**src/sph_density_accumulator_core_assert.svh**
```systemverilog
`ifndef SPH_DENSITY_ACCUMULATOR_CORE_ASSERT_SVH
`define SPH_DENSITY_ACCUMULATOR_CORE_ASSERT_SVH

// Same-cycle implication, checked outside reset.
`define SDAC_ASSERT_IMP(label, clk, rst_n, ante, cons) \
    label: assert property (@(posedge clk) disable iff (!rst_n) (ante) |-> (cons)) \
        else $error("assertion failed");

// Next-cycle implication, checked outside reset.
`define SDAC_ASSERT_NXT(label, clk, rst_n, ante, cons) \
    label: assert property (@(posedge clk) disable iff (!rst_n) (ante) |=> (cons)) \
        else $error("assertion failed");

`endif

```
**src/sdac_pkg.sv**
```systemverilog
package sdac_pkg;

    localparam int PosW    = 16;
    localparam int DiffW   = 17;
    localparam int SquareW = 33;
    localparam int SumW    = 34;
    localparam int RootW   = 17;
    localparam int RemW    = RootW + 3;
    localparam int RadiusW = 15;
    localparam int InvW    = 24;
    localparam int ScaleW  = 32;
    localparam int MassW   = 24;
    localparam int DensW   = 32;
    localparam int FracW   = 17;
    localparam int ProdW   = RootW + InvW;
    localparam int AddW    = 40;
    localparam int InDataW = 4 * PosW + MassW;

    localparam logic [FracW-1:0] FracOne = 17'h10000;

    localparam int CfgIdxW = 2;
    localparam logic [CfgIdxW-1:0] CFG_RADIUS       = 2'd0;
    localparam logic [CfgIdxW-1:0] CFG_INV_RADIUS   = 2'd1;
    localparam logic [CfgIdxW-1:0] CFG_KERNEL_SCALE = 2'd2;

    localparam logic [RadiusW-1:0] RADIUS_RST       = 15'd1638;
    localparam logic [InvW-1:0]    INV_RADIUS_RST   = 24'd655360;
    localparam logic [ScaleW-1:0]  KERNEL_SCALE_RST = 32'd20860000;

    localparam int FIFO_DEPTH_DEF = 4;

    typedef struct packed {
        logic [RadiusW-1:0] radius;
        logic [InvW-1:0]    inv_radius;
        logic [ScaleW-1:0]  kernel_scale;
    } cfg_t;

    typedef struct packed {
        logic             last;
        logic [MassW-1:0] mass;
        logic [SumW-1:0]  dist_sq;
    } item_t;

    typedef struct packed {
        logic full;
        logic empty;
    } fifo_stat_t;

    typedef struct packed {
        logic pop;
        logic emit;
        logic sum_zero;
        logic idle;
    } back_stat_t;

endpackage

```
**src/sdac_fifo.sv**
```systemverilog
module sdac_fifo
    import sdac_pkg::*;
#(
    parameter int Depth = FIFO_DEPTH_DEF
)
(
    input  logic       clk,
    input  logic       rst_n,
    input  logic       push,
    input  item_t      push_item,
    input  logic       pop,
    output item_t      pop_item,
    output fifo_stat_t stat
);

    // Depth is a power of two, at least two; pointers carry one wrap bit.
    localparam int PtrW = $clog2(Depth) + 1;

    item_t           mem_reg [Depth];
    logic [PtrW-1:0] wr_ptr_reg, wr_ptr_next;
    logic [PtrW-1:0] rd_ptr_reg, rd_ptr_next;

    assign stat.empty = (wr_ptr_reg == rd_ptr_reg);
    assign stat.full  = (wr_ptr_reg[PtrW-1] != rd_ptr_reg[PtrW-1]) &&
                        (wr_ptr_reg[PtrW-2:0] == rd_ptr_reg[PtrW-2:0]);
    assign pop_item   = mem_reg[rd_ptr_reg[PtrW-2:0]];

    always_comb
    begin
        wr_ptr_next = wr_ptr_reg;
        rd_ptr_next = rd_ptr_reg;
        if (push)
        begin
            wr_ptr_next = wr_ptr_reg + 1'b1;
        end
        if (pop)
        begin
            rd_ptr_next = rd_ptr_reg + 1'b1;
        end
    end

    always_ff @(posedge clk or negedge rst_n)
    begin
        if (!rst_n)
        begin
            wr_ptr_reg <= '0;
            rd_ptr_reg <= '0;
        end
        else
        begin
            wr_ptr_reg <= wr_ptr_next;
            rd_ptr_reg <= rd_ptr_next;
        end
    end

    always_ff @(posedge clk)
    begin
        if (push)
        begin
            mem_reg[wr_ptr_reg[PtrW-2:0]] <= push_item;
        end
    end

endmodule

```
**config.mk**
```make
export PLATFORM = sky130hd
export DESIGN_NAME = sdac_fifo
export DESIGN_NICKNAME = d
export VERILOG_FILES = /design/src/sph_density_accumulator_core_assert.svh /design/src/sdac_pkg.sv /design/src/sdac_fifo.sv
export SDC_FILE = /design/constraint.sdc
export NUM_CORES = 1
export LEC_CHECK = 0
export BUFFER_PORTS_ARGS = -buffer_cell sky130_fd_sc_hd__buf_2
export CAP_MARGIN = 40
export CORE_MARGIN = 3
export CORE_UTILIZATION = 53
export CTS_BUF_LIST = sky130_fd_sc_hd__clkbuf_2
export CTS_CLUSTER_DIAMETER = 40
export DETAILED_ROUTE_END_ITERATION = 8
export PLACE_DENSITY = 0.85
export REMOVE_ABC_BUFFERS = 1
export SYNTH_ARGS = -nofsm -noshare
export SYNTH_HDL_FRONTEND = slang
export SYNTH_SLANG_ARGS = --single-unit
```
**constraint.sdc**
```tcl
create_clock -name clk -period 2.6 [get_ports clk]
set_input_delay 0.13 -clock clk [delete_from_list [all_inputs] [get_ports clk]]
set_output_delay 0.13 -clock clk [all_outputs]
set_load 0.005 [all_outputs]
```
==> metrics.md <==
| Metric | Value |
|---|---|
| CP Launch Type | flop |
| Type of the worst min-delay path | primary input to flop |
| Max Freq | 426.6 MHz |
| Die Y | 135.8 microns |
| Relative slew slack | 63.44% |
| Final Cell Area | 11030 sq um |
| Chip Width | 135.8 microns |
| CTS Buffer Depth | 3 |
| Unrepaired setup endpoints after global routing | false |
| CTS tree | built |
| Total Routing Usage GR | 19.43% |
| Sinks on Clock Net | 242 |
| Nets@finish | 658 |
| Max cap viols | 0 |
| Least-Margin Pin Slew | 548.4 ps |
| Die ar. | 18440 sq um |
| Final Hold Viols | 0 |
| Post-DR vias/cell | 5.323 |
| Post-DP Area | 9808 sq um |
| Fin crit share | 90.16% |
| Slew Limit Fails | 0 |
| HPWL Detailed | 9697 microns |
| Slowest stage cell, crit path | mux4_2 |
| Skew-Pair Late Insertion Delay | 760 ps |
| Setup-failing EPs final | 0 |
| Synth top area cells | edfxtp_1 (79%), mux4_2 (15%), dfrtp_1 (1.7%) |
| Core Region | 16170 sq um |
| Proportion of layout cells with a drive suffix above 1 | 46.43% |
| Antenna violations before repair | 0 |
| ANT cells | 0 |
| Sequential fraction of the synthesis area | 81.07% |
| First-pass GRT wire length | 26970 microns |
| Yosys reg bits | 242 |
| Avg Cell Area, Syn | 26.33 sq um |
| Critical path class | flop to output port |
| Post-synth design cell area | 8927 sq um |
| Outcome | finished clean |
| Synth cell types | 18 |
| Commonest cells post-synth | edfxtp_1 (236), mux4_2 (58), buf_12 (6), buf_2 (6), dfrtp_1 (6) |
| Pwr dens | 1002 nW/um^2 |
| Worst-path maximum fanout | 17 |
| IO buf count | 123 |
| Most frequent CP cell | buf_12 |
| Largest register FFs | 236 |
| Congestion Overflow GR | 0 |
| Synth-to-Final Area Change | 23.52% |
| FP Rows | 46 |
| Most frequent cell after synthesis | edfxtp_1 |
| Largest net degree at the start of global routing | 47 |
| Peak VDD IR | 690.6 uV |
| Inserted Clock Buffers | 57 |
| Async set-or-reset flop fraction in the synthesized netlist | 2.479% |
| Post-layout util | 68.18% |
| H-tree depth | 2 |
| Worst EP arrival | 2210 ps |
| Synthesized instance count | 339 |
| Initial core utilization | 55.20% |
| WP data required | 2470 ps |
| Via count | 4509 |
| Drt drc | 0 |
| Number of DRC markers in iteration 0 | 266 |
| Final min period | 2344 ps |
| Routability cong. | 0.7056 |
| Post-DRT Antenna Nets | 0 |
| Leak | 0.003978 uW |
| Post-Layout Cell Count | 847 |
| Routed wire length | 17050 microns |
| Clock transition at path regs | 120 ps |
| WL/cell | 20.13 microns |
| First-pass DRT Iterations | 4 |
| CP peak stage delay | 530 ps |
| Number of enable flip-flop cells after synthesis | 236 |
| Ports | 124 |
| Ys flop type | edfxtp_1 |
| Crit path capture type | output port |
| Yosys top cell area share | 79.38% |
| Clock root buffer | clkbuf_2 |
| Warning count from the yosys run | 0 |
| Fillers | 1037 |
| Post-synth top area cell | edfxtp_1 |
| Worst-path cell chain | buf_12 > buf_12 > mux4_2 > buf_2 |
| Vias in the first global route | 5124 |
| Clk_skew | 23.07 ps |
| DP Cell Count | 675 |
[power breakdown]
| group | total (uW) | internal, uW | switching (uW) | leakage (uW) |
|---|---|---|---|---|
| sequential | 5290 | 5100 | 194 | 0.00224 |
| combinational | 3510 | 1820 | 1690 | 0.00136 |
| clock | 2250 | 857 | 1390 | 0.000381 |
[metal layers]
layer	vias up	GRT usage [%]	share of wire (%)
met5	-	0	0
met1	2291	24.16	39
met2	180	32.77	52
met3	41	4.792	6.4
li1	1997	-	-
met4	0	8.567	2.5
[layout by cell type (no fill, tap or decap), drive strengths merged, types with 2 or more instances in the layout]
cell type and count:
edfxtp 236, buf 141, clkbuf 84, dlygate4sd3 65, mux4 59, clkinv 15, dfrtp 6, xor2 5
ha 5, and2 4, inv 3, xnor2 2, nand2 2
[through the flow]
step / setup WS (ps) / TNS [ps] / hold WS (ps) / power [uW]
3_3_place_gp: 695.0 / 0 / -37.29 / 8577
2_1_floorplan: -681.4 / -39240 / -165.6 / 7340
6_report: 255.9 / 0 / 100.0 / 11050
4_1_cts: 135.9 / 0 / 1.034 / 11190
5_1_grt: 98.85 / 0 / -2.748 / 11700
3_5_place_dp: 701.2 / 0 / -33.04 / 8703
[repair_timing]
action	in CTS	in global routing
hold buffers	63	2
setup buffers	7	0
endpoints found under the setup margin	40	0
resized for setup	0	0
endpoints found under the hold margin	343	5
[kinds of logic (layout without fill, tap and decap cells)]
family,after synthesis,in the layout,synth area share (%)
buffers and inverters,16,308,1.934
and+or+nand+nor,8,8,0.5045
xor gates and xnor gates,7,7,0.6868
DFF,242,242,81.07
adders and majority gates,5,5,0.7008
muxes,60,60,15.05
AOI/OAI and AO/OA,1,1,0.05601
[worst max-delay path, delay by kind of cell (launching register included)]
kind	cells	cell delay, ps
flip-flops	1	450
multiplexers	1	530
buffers and inverters	3	470
[path summary, 6_finish.rpt]
check                               from             end  slack (ps)  depth (start not counted)
min in group asynchronous          rst_n   wr_ptr_reg[0]         300                          3
hold / removal              push_item[9]   mem_reg[1][9]         100                          2
setup reg to reg           wr_ptr_reg[0]  mem_reg[2][46]         770                          4
max in group asynchronous          rst_n   rd_ptr_reg[0]        2040                          3
hold reg to reg            rd_ptr_reg[2]   rd_ptr_reg[2]         510                          1
setup / recovery           rd_ptr_reg[0]    pop_item[27]         260                          4
[cell type report]
cell class | instances | area, sq um | area share (%)
Clock buffer | 84 | 420.4 | 3.813
Sequential cell | 242 | 7242 | 65.68
Inverter | 2 | 7.507 | 0.06808
Tap cell | 216 | 270.3 | 2.451
Multi-Input combinational cell | 81 | 1528 | 13.85
Timing Repair Buffer | 206 | 1496 | 13.57
Clock inverter | 16 | 62.56 | 0.5673
Note: power is estimated with default switching activity, not from simulation.
