**src/sph_density_accumulator_core_assert.svh**
```systemverilog
`ifndef SPH_DENSITY_ACCUMULATOR_CORE_ASSERT_SVH
`define SPH_DENSITY_ACCUMULATOR_CORE_ASSERT_SVH

// Same-cycle implication, checked outside reset.
`define SDAC_ASSERT_IMP(label, clk, rst_n, ante, cons) \
    label: assert property (@(posedge clk) disable iff (!rst_n) (ante) |-> (cons)) \
        else $error("assertion failed");

// Next-cycle implication, checked outside reset.
`define SDAC_ASSERT_NXT(label, clk, rst_n, ante, cons) \
    label: assert property (@(posedge clk) disable iff (!rst_n) (ante) |=> (cons)) \
        else $error("assertion failed");

`endif

```
**src/sdac_pkg.sv**
```systemverilog
package sdac_pkg;

    localparam int PosW    = 16;
    localparam int DiffW   = 17;
    localparam int SquareW = 33;
    localparam int SumW    = 34;
    localparam int RootW   = 17;
    localparam int RemW    = RootW + 3;
    localparam int RadiusW = 15;
    localparam int InvW    = 24;
    localparam int ScaleW  = 32;
    localparam int MassW   = 24;
    localparam int DensW   = 32;
    localparam int FracW   = 17;
    localparam int ProdW   = RootW + InvW;
    localparam int AddW    = 40;
    localparam int InDataW = 4 * PosW + MassW;

    localparam logic [FracW-1:0] FracOne = 17'h10000;

    localparam int CfgIdxW = 2;
    localparam logic [CfgIdxW-1:0] CFG_RADIUS       = 2'd0;
    localparam logic [CfgIdxW-1:0] CFG_INV_RADIUS   = 2'd1;
    localparam logic [CfgIdxW-1:0] CFG_KERNEL_SCALE = 2'd2;

    localparam logic [RadiusW-1:0] RADIUS_RST       = 15'd1638;
    localparam logic [InvW-1:0]    INV_RADIUS_RST   = 24'd655360;
    localparam logic [ScaleW-1:0]  KERNEL_SCALE_RST = 32'd20860000;

    localparam int FIFO_DEPTH_DEF = 4;

    typedef struct packed {
        logic [RadiusW-1:0] radius;
        logic [InvW-1:0]    inv_radius;
        logic [ScaleW-1:0]  kernel_scale;
    } cfg_t;

    typedef struct packed {
        logic             last;
        logic [MassW-1:0] mass;
        logic [SumW-1:0]  dist_sq;
    } item_t;

    typedef struct packed {
        logic full;
        logic empty;
    } fifo_stat_t;

    typedef struct packed {
        logic pop;
        logic emit;
        logic sum_zero;
        logic idle;
    } back_stat_t;

endpackage

```
**src/sdac_front.sv**
```systemverilog
module sdac_front
    import sdac_pkg::*;
(
    input  logic               clk,
    input  logic               rst_n,
    input  logic               in_valid,
    output logic               in_ready,
    input  logic [InDataW-1:0] in_data,
    input  logic               in_last,
    input  fifo_stat_t         fstat,
    output logic               push,
    output item_t              push_item
);

    logic                    a_valid_reg, a_valid_next;
    logic signed [DiffW-1:0] a_dx_reg, a_dx_next;
    logic signed [DiffW-1:0] a_dy_reg, a_dy_next;
    logic [MassW-1:0]        a_mass_reg, a_mass_next;
    logic                    a_last_reg, a_last_next;

    logic                    b_valid_reg, b_valid_next;
    logic [SquareW-1:0]      b_sqx_reg, b_sqx_next;
    logic [SquareW-1:0]      b_sqy_reg, b_sqy_next;
    logic [MassW-1:0]        b_mass_reg, b_mass_next;
    logic                    b_last_reg, b_last_next;

    logic [PosW-1:0] cx, cy, nx, ny;
    logic signed [2*DiffW-1:0] sqx_full, sqy_full;
    logic b_free, a_free;

    assign cx = in_data[PosW-1:0];
    assign cy = in_data[2*PosW-1:PosW];
    assign nx = in_data[3*PosW-1:2*PosW];
    assign ny = in_data[4*PosW-1:3*PosW];

    assign push   = b_valid_reg && !fstat.full;
    assign b_free = !b_valid_reg || push;
    assign a_free = !a_valid_reg || b_free;
    assign in_ready = a_free;

    assign sqx_full = a_dx_reg * a_dx_reg;
    assign sqy_full = a_dy_reg * a_dy_reg;

    assign push_item.last    = b_last_reg;
    assign push_item.mass    = b_mass_reg;
    assign push_item.dist_sq = {1'b0, b_sqx_reg} + {1'b0, b_sqy_reg};

    always_comb
    begin
        a_valid_next = a_valid_reg;
        a_dx_next    = a_dx_reg;
        a_dy_next    = a_dy_reg;
        a_mass_next  = a_mass_reg;
        a_last_next  = a_last_reg;
        b_valid_next = b_valid_reg;
        b_sqx_next   = b_sqx_reg;
        b_sqy_next   = b_sqy_reg;
        b_mass_next  = b_mass_reg;
        b_last_next  = b_last_reg;

        if (b_free)
        begin
            b_valid_next = a_valid_reg;
            b_sqx_next   = sqx_full[SquareW-1:0];
            b_sqy_next   = sqy_full[SquareW-1:0];
            b_mass_next  = a_mass_reg;
            b_last_next  = a_last_reg;
        end

        if (a_free)
        begin
            a_valid_next = in_valid;
            a_dx_next    = $signed({nx[PosW-1], nx}) - $signed({cx[PosW-1], cx});
            a_dy_next    = $signed({ny[PosW-1], ny}) - $signed({cy[PosW-1], cy});
            a_mass_next  = in_data[InDataW-1:4*PosW];
            a_last_next  = in_last;
        end
    end

    always_ff @(posedge clk or negedge rst_n)
    begin
        if (!rst_n)
        begin
            a_valid_reg <= 1'b0;
            b_valid_reg <= 1'b0;
        end
        else
        begin
            a_valid_reg <= a_valid_next;
            b_valid_reg <= b_valid_next;
        end
    end

    always_ff @(posedge clk)
    begin
        a_dx_reg   <= a_dx_next;
        a_dy_reg   <= a_dy_next;
        a_mass_reg <= a_mass_next;
        a_last_reg <= a_last_next;
        b_sqx_reg  <= b_sqx_next;
        b_sqy_reg  <= b_sqy_next;
        b_mass_reg <= b_mass_next;
        b_last_reg <= b_last_next;
    end

endmodule

```
**config.mk**
```make
export PLATFORM = sky130hd
export DESIGN_NAME = sdac_front
export DESIGN_NICKNAME = d
export VERILOG_FILES = /design/src/sph_density_accumulator_core_assert.svh /design/src/sdac_pkg.sv /design/src/sdac_front.sv
export SDC_FILE = /design/constraint.sdc
export NUM_CORES = 2
export LEC_CHECK = 0
export ABC_AREA = 1
export BUFFER_PORTS_ARGS = -buffer_cell sky130_fd_sc_hd__buf_2
export CORE_ASPECT_RATIO = 1.1
export CORE_MARGIN = 2
export CORE_UTILIZATION = 45
export DETAILED_ROUTE_END_ITERATION = 12
export GPL_TIMING_DRIVEN = 0
export PLACE_DENSITY = 0.62
export SLEW_MARGIN = 20
export SYNTH_ARGS = -nofsm -noshare
export SYNTH_HDL_FRONTEND = slang
export SYNTH_SLANG_ARGS = --single-unit
```
**constraint.sdc**
```tcl
create_clock -name clk -period 7.9 [get_ports clk]
set_clock_uncertainty 0.2 [all_clocks]
set_input_delay 1.185 -clock clk [delete_from_list [all_inputs] [get_ports clk]]
set_output_delay 1.185 -clock clk [all_outputs]
set_load 0.05 [all_outputs]
```
==> out/metrics.csv <==
metric,value,unit
worst-path fanout max,10,
Starting Density,45.3,%
Longest Clk Path Bufs,2,
full die area,0.0672,mm²
final number of setup-violating endpoints,0,
IO Port Bufs,153,
synthesis-stage register bit count,150,
Hold/Removal Path Class,reg -> reg,
min Tclk post-route,7.35,ns
I/O pin count,155,
Die Width,247,µm
Hold Path Depth,0,
nets@finish,4628,
First DRT Iteration DRCs,1190,
final wirelength,71100,µm
CTS Hold Bufs,0,
Die H,272,µm
post-CTS setup buffer count,0,
TritonCTS Buffers,17,
fmax,136,MHz
Synthesized Nets,4454,
Max Cap Viol,0,
Reg2Reg Setup Slack,0.55,ns
DR WL/cell,15.3,µm
status,finished clean,
Post-synth ARST share,1.33,%
via density per instance,4.84,
worst r2r path cells,24,
Post-synth EDFFs,148,
Core Footprint,0.0647,mm²
Tightest Pin Transition,0.883,ns
1st-pass router iterations,7,
Final GP Congestion,0.948,
Synth Warn #,0,
max-slew violations,0,
post-synthesis sequential area ratio,15.3,%
largest net degree at the start of global routing,60,
"Hold Violations, Final",0,
CTS tree,done,
initial antenna violation count,0,
crit end category,flop,
CTS sink cnt,150,
post-route ant nets,0,
CP startpoint kind,flop,
FF-to-FF End,b_sqy_reg[32]$_DFFE_PP_,
TNS Setup,0,ns
H-Tree Level Count,4,
number of remaining DRC errors,0,
vias in the first global route,23100,
"Req. time, crit path",7.94,ns
fin crit share,93.0,%
num rows,98,
via count,22500,
Avg Synthesized Cell Area,8.14,µm²
Syn Inst Count,3599,
share of layout cells above drive strength 1,6.29,%
HP Start,a_last_reg$_DFFE_PP_,
GRT overflow,0,
Post-CTS Resized,0,
CP Data Arrival Time,7.39,ns
hold endpoint,b_last_reg$_DFFE_PP_,
"Clk pin slew, worst setup/hold paths",0.08,ns
Layout fillers,6531,
P&R area growth vs syn,8.48,%
GRT Total Usage,22.4,%
RSZ-0062 raised after global routing,no,
worst skew pair latency,0.48,ns
dpl hpwl,62000,µm
CTS Root Cell,clkbuf_16,
worst reg2reg path startpoint,a_dy_reg[4]$_DFFE_PP_,
Synth Flop Type,edfxtp_1,
global-route wire length before repair,117000,µm
"Cell Area, Synth",0.0293,mm²
synth unique cells,39,
crit path kind,reg -> reg,
Slew HR,41.1,%
[per-layer routing]
layer | share of wire, % | wire, µm | GRT usage, % | up-vias
li1 | - | - | - | 10900
met1 | 43 | 30900 | 30.3 | 11000
met2 | 48 | 34500 | 37.5 | 527
met3 | 5.9 | 4170 | 3.42 | 84
met4 | 2.2 | 1580 | 6.19 | 0
met5 | 0 | 0 | 0 | -
[per-stage QoR]
step	instances	setup WS (ns)	hold slack, ns	cell area, µm²	util, %
finish	4637	0.551	0.208	31800	49.1
global route	4636	0.238	0.216	31800	49.1
CTS	4636	0.632	0.212	31800	49.1
detailed placement	4604	0.648	0.205	31200	48.2
global placement	4602	0.699	0.200	31100	48.1
floorplan	3599	1.87	0.200	29300	-
[area by class of cell]
type | instances | area [µm²] | share of cell area, %
multi-input cells | 2290 | 20500 | 64.4
flip-flops and latches | 150 | 4490 | 14.1
inverters | 1083 | 4070 | 12.8
well taps | 850 | 1060 | 3.35
repair buffers | 155 | 813 | 2.56
clock buffers | 17 | 425 | 1.34
plain buffers | 76 | 292 | 0.917
clock inverters | 15 | 161 | 0.508
diodes | 1 | 2.50 | 0.00787
[synth_stat cells, types with 5 or more instances]
| master | number | area share (%) |
|---|---|---|
| o21ai_2 | 5 | 0.15 |
| nand3_1 | 115 | 2.0 |
| ha_1 | 238 | 10 |
| nand4_1 | 37 | 0.79 |
| clkbuf_1 | 67 | 0.86 |
| xor2_1 | 80 | 2.4 |
| nor3_1 | 17 | 0.29 |
| nand3b_1 | 6 | 0.15 |
| nor2_2 | 7 | 0.15 |
| edfxtp_1 | 148 | 15 |
| o21bai_1 | 20 | 0.51 |
| fa_1 | 523 | 36 |
| nand2_2 | 11 | 0.23 |
| a21oi_1 | 114 | 1.9 |
| or2_2 | 7 | 0.15 |
| o21ai_0 | 49 | 0.84 |
| xnor2_1 | 17 | 0.51 |
| nor2_1 | 159 | 2.0 |
| buf_1 | 6 | 0.077 |
| nand2_1 | 854 | 11 |
| inv_1 | 1081 | 14 |
[worst max-delay path, cell delays in order, from the launching register on]
cell      delay, ns
edfxtp_1       0.50
clkbuf_1       0.59
clkbuf_1       0.73
nand2_1        0.12
inv_1          0.10
fa_1           0.54
inv_1          0.14
fa_1           0.44
inv_1          0.33
fa_1           0.51
fa_1           0.50
fa_1           0.49
inv_1          0.05
fa_1           0.48
inv_1          0.04
ha_1           0.37
nand2_1        0.16
nor2_1         0.22
nand2_1        0.13
nor3_1         0.14
nand2_1        0.12
inv_1          0.07
nor2_1         0.04
nand2_1        0.05
nand2_1        0.04
[cells by family (layout without fill, tap and decap cells)]
| kind of cell | count (synthesis) | after routing | share of synthesized area (%) |
|---|---|---|---|
| buffers and inverters | 1159 | 1346 | 14.9 |
| adder cells (fa/ha/maj) | 761 | 761 | 45.9 |
| XOR/XNOR | 97 | 97 | 2.90 |
| AND/OR/NAND/NOR | 1226 | 1226 | 17.1 |
| AO/OA/AOI/OAI | 205 | 205 | 3.87 |
| flip-flops | 150 | 150 | 15.3 |
| other | 0 | 1 | 0 |
| multiplexers | 1 | 1 | 0.0384 |
[worst max path at each step]
stage,startpoint,slack (ns),end
after global placement,a_dy_reg[4]$_DFFE_PP_,0.70,b_sqy_reg[32]$_DFFE_PP_
final,a_dy_reg[4]$_DFFE_PP_,0.55,b_sqy_reg[32]$_DFFE_PP_
after detailed placement,a_dy_reg[4]$_DFFE_PP_,0.65,b_sqy_reg[32]$_DFFE_PP_
after floorplan,a_dx_reg[16]$_DFFE_PP_,1.87,b_sqx_reg[32]$_DFFE_PP_
after CTS,a_dy_reg[4]$_DFFE_PP_,0.63,b_sqy_reg[32]$_DFFE_PP_
after global routing,a_dy_reg[4]$_DFFE_PP_,0.24,b_sqy_reg[28]$_DFFE_PP_
[layout by cell type, fill, tap and decap left out, types with 4 or more instances in the layout]
master,Yosys,final
inv_1,1081,1081
nand2_1,854,853
fa_1,523,523
ha_1,238,238
nor2_1,159,159
buf_2,2,155
edfxtp_1,148,148
nand3_1,115,114
a21oi_1,114,114
xor2_1,80,80
clkbuf_1,67,67
o21ai_0,49,49
nand4_1,37,37
o21bai_1,20,20
nor3_1,17,17
xnor2_1,17,17
clkbuf_16,0,17
nand2_2,11,11
or2_2,7,7
nor2_2,7,7
buf_1,6,6
nand3b_1,6,6
inv_8,0,6
o21ai_2,5,5
a31o_2,4,4
a21o_1,4,4
Power is left out: the tool's default activity adds up to more than one toggle a clock period on the data nets, which glitch-free logic cannot reach.
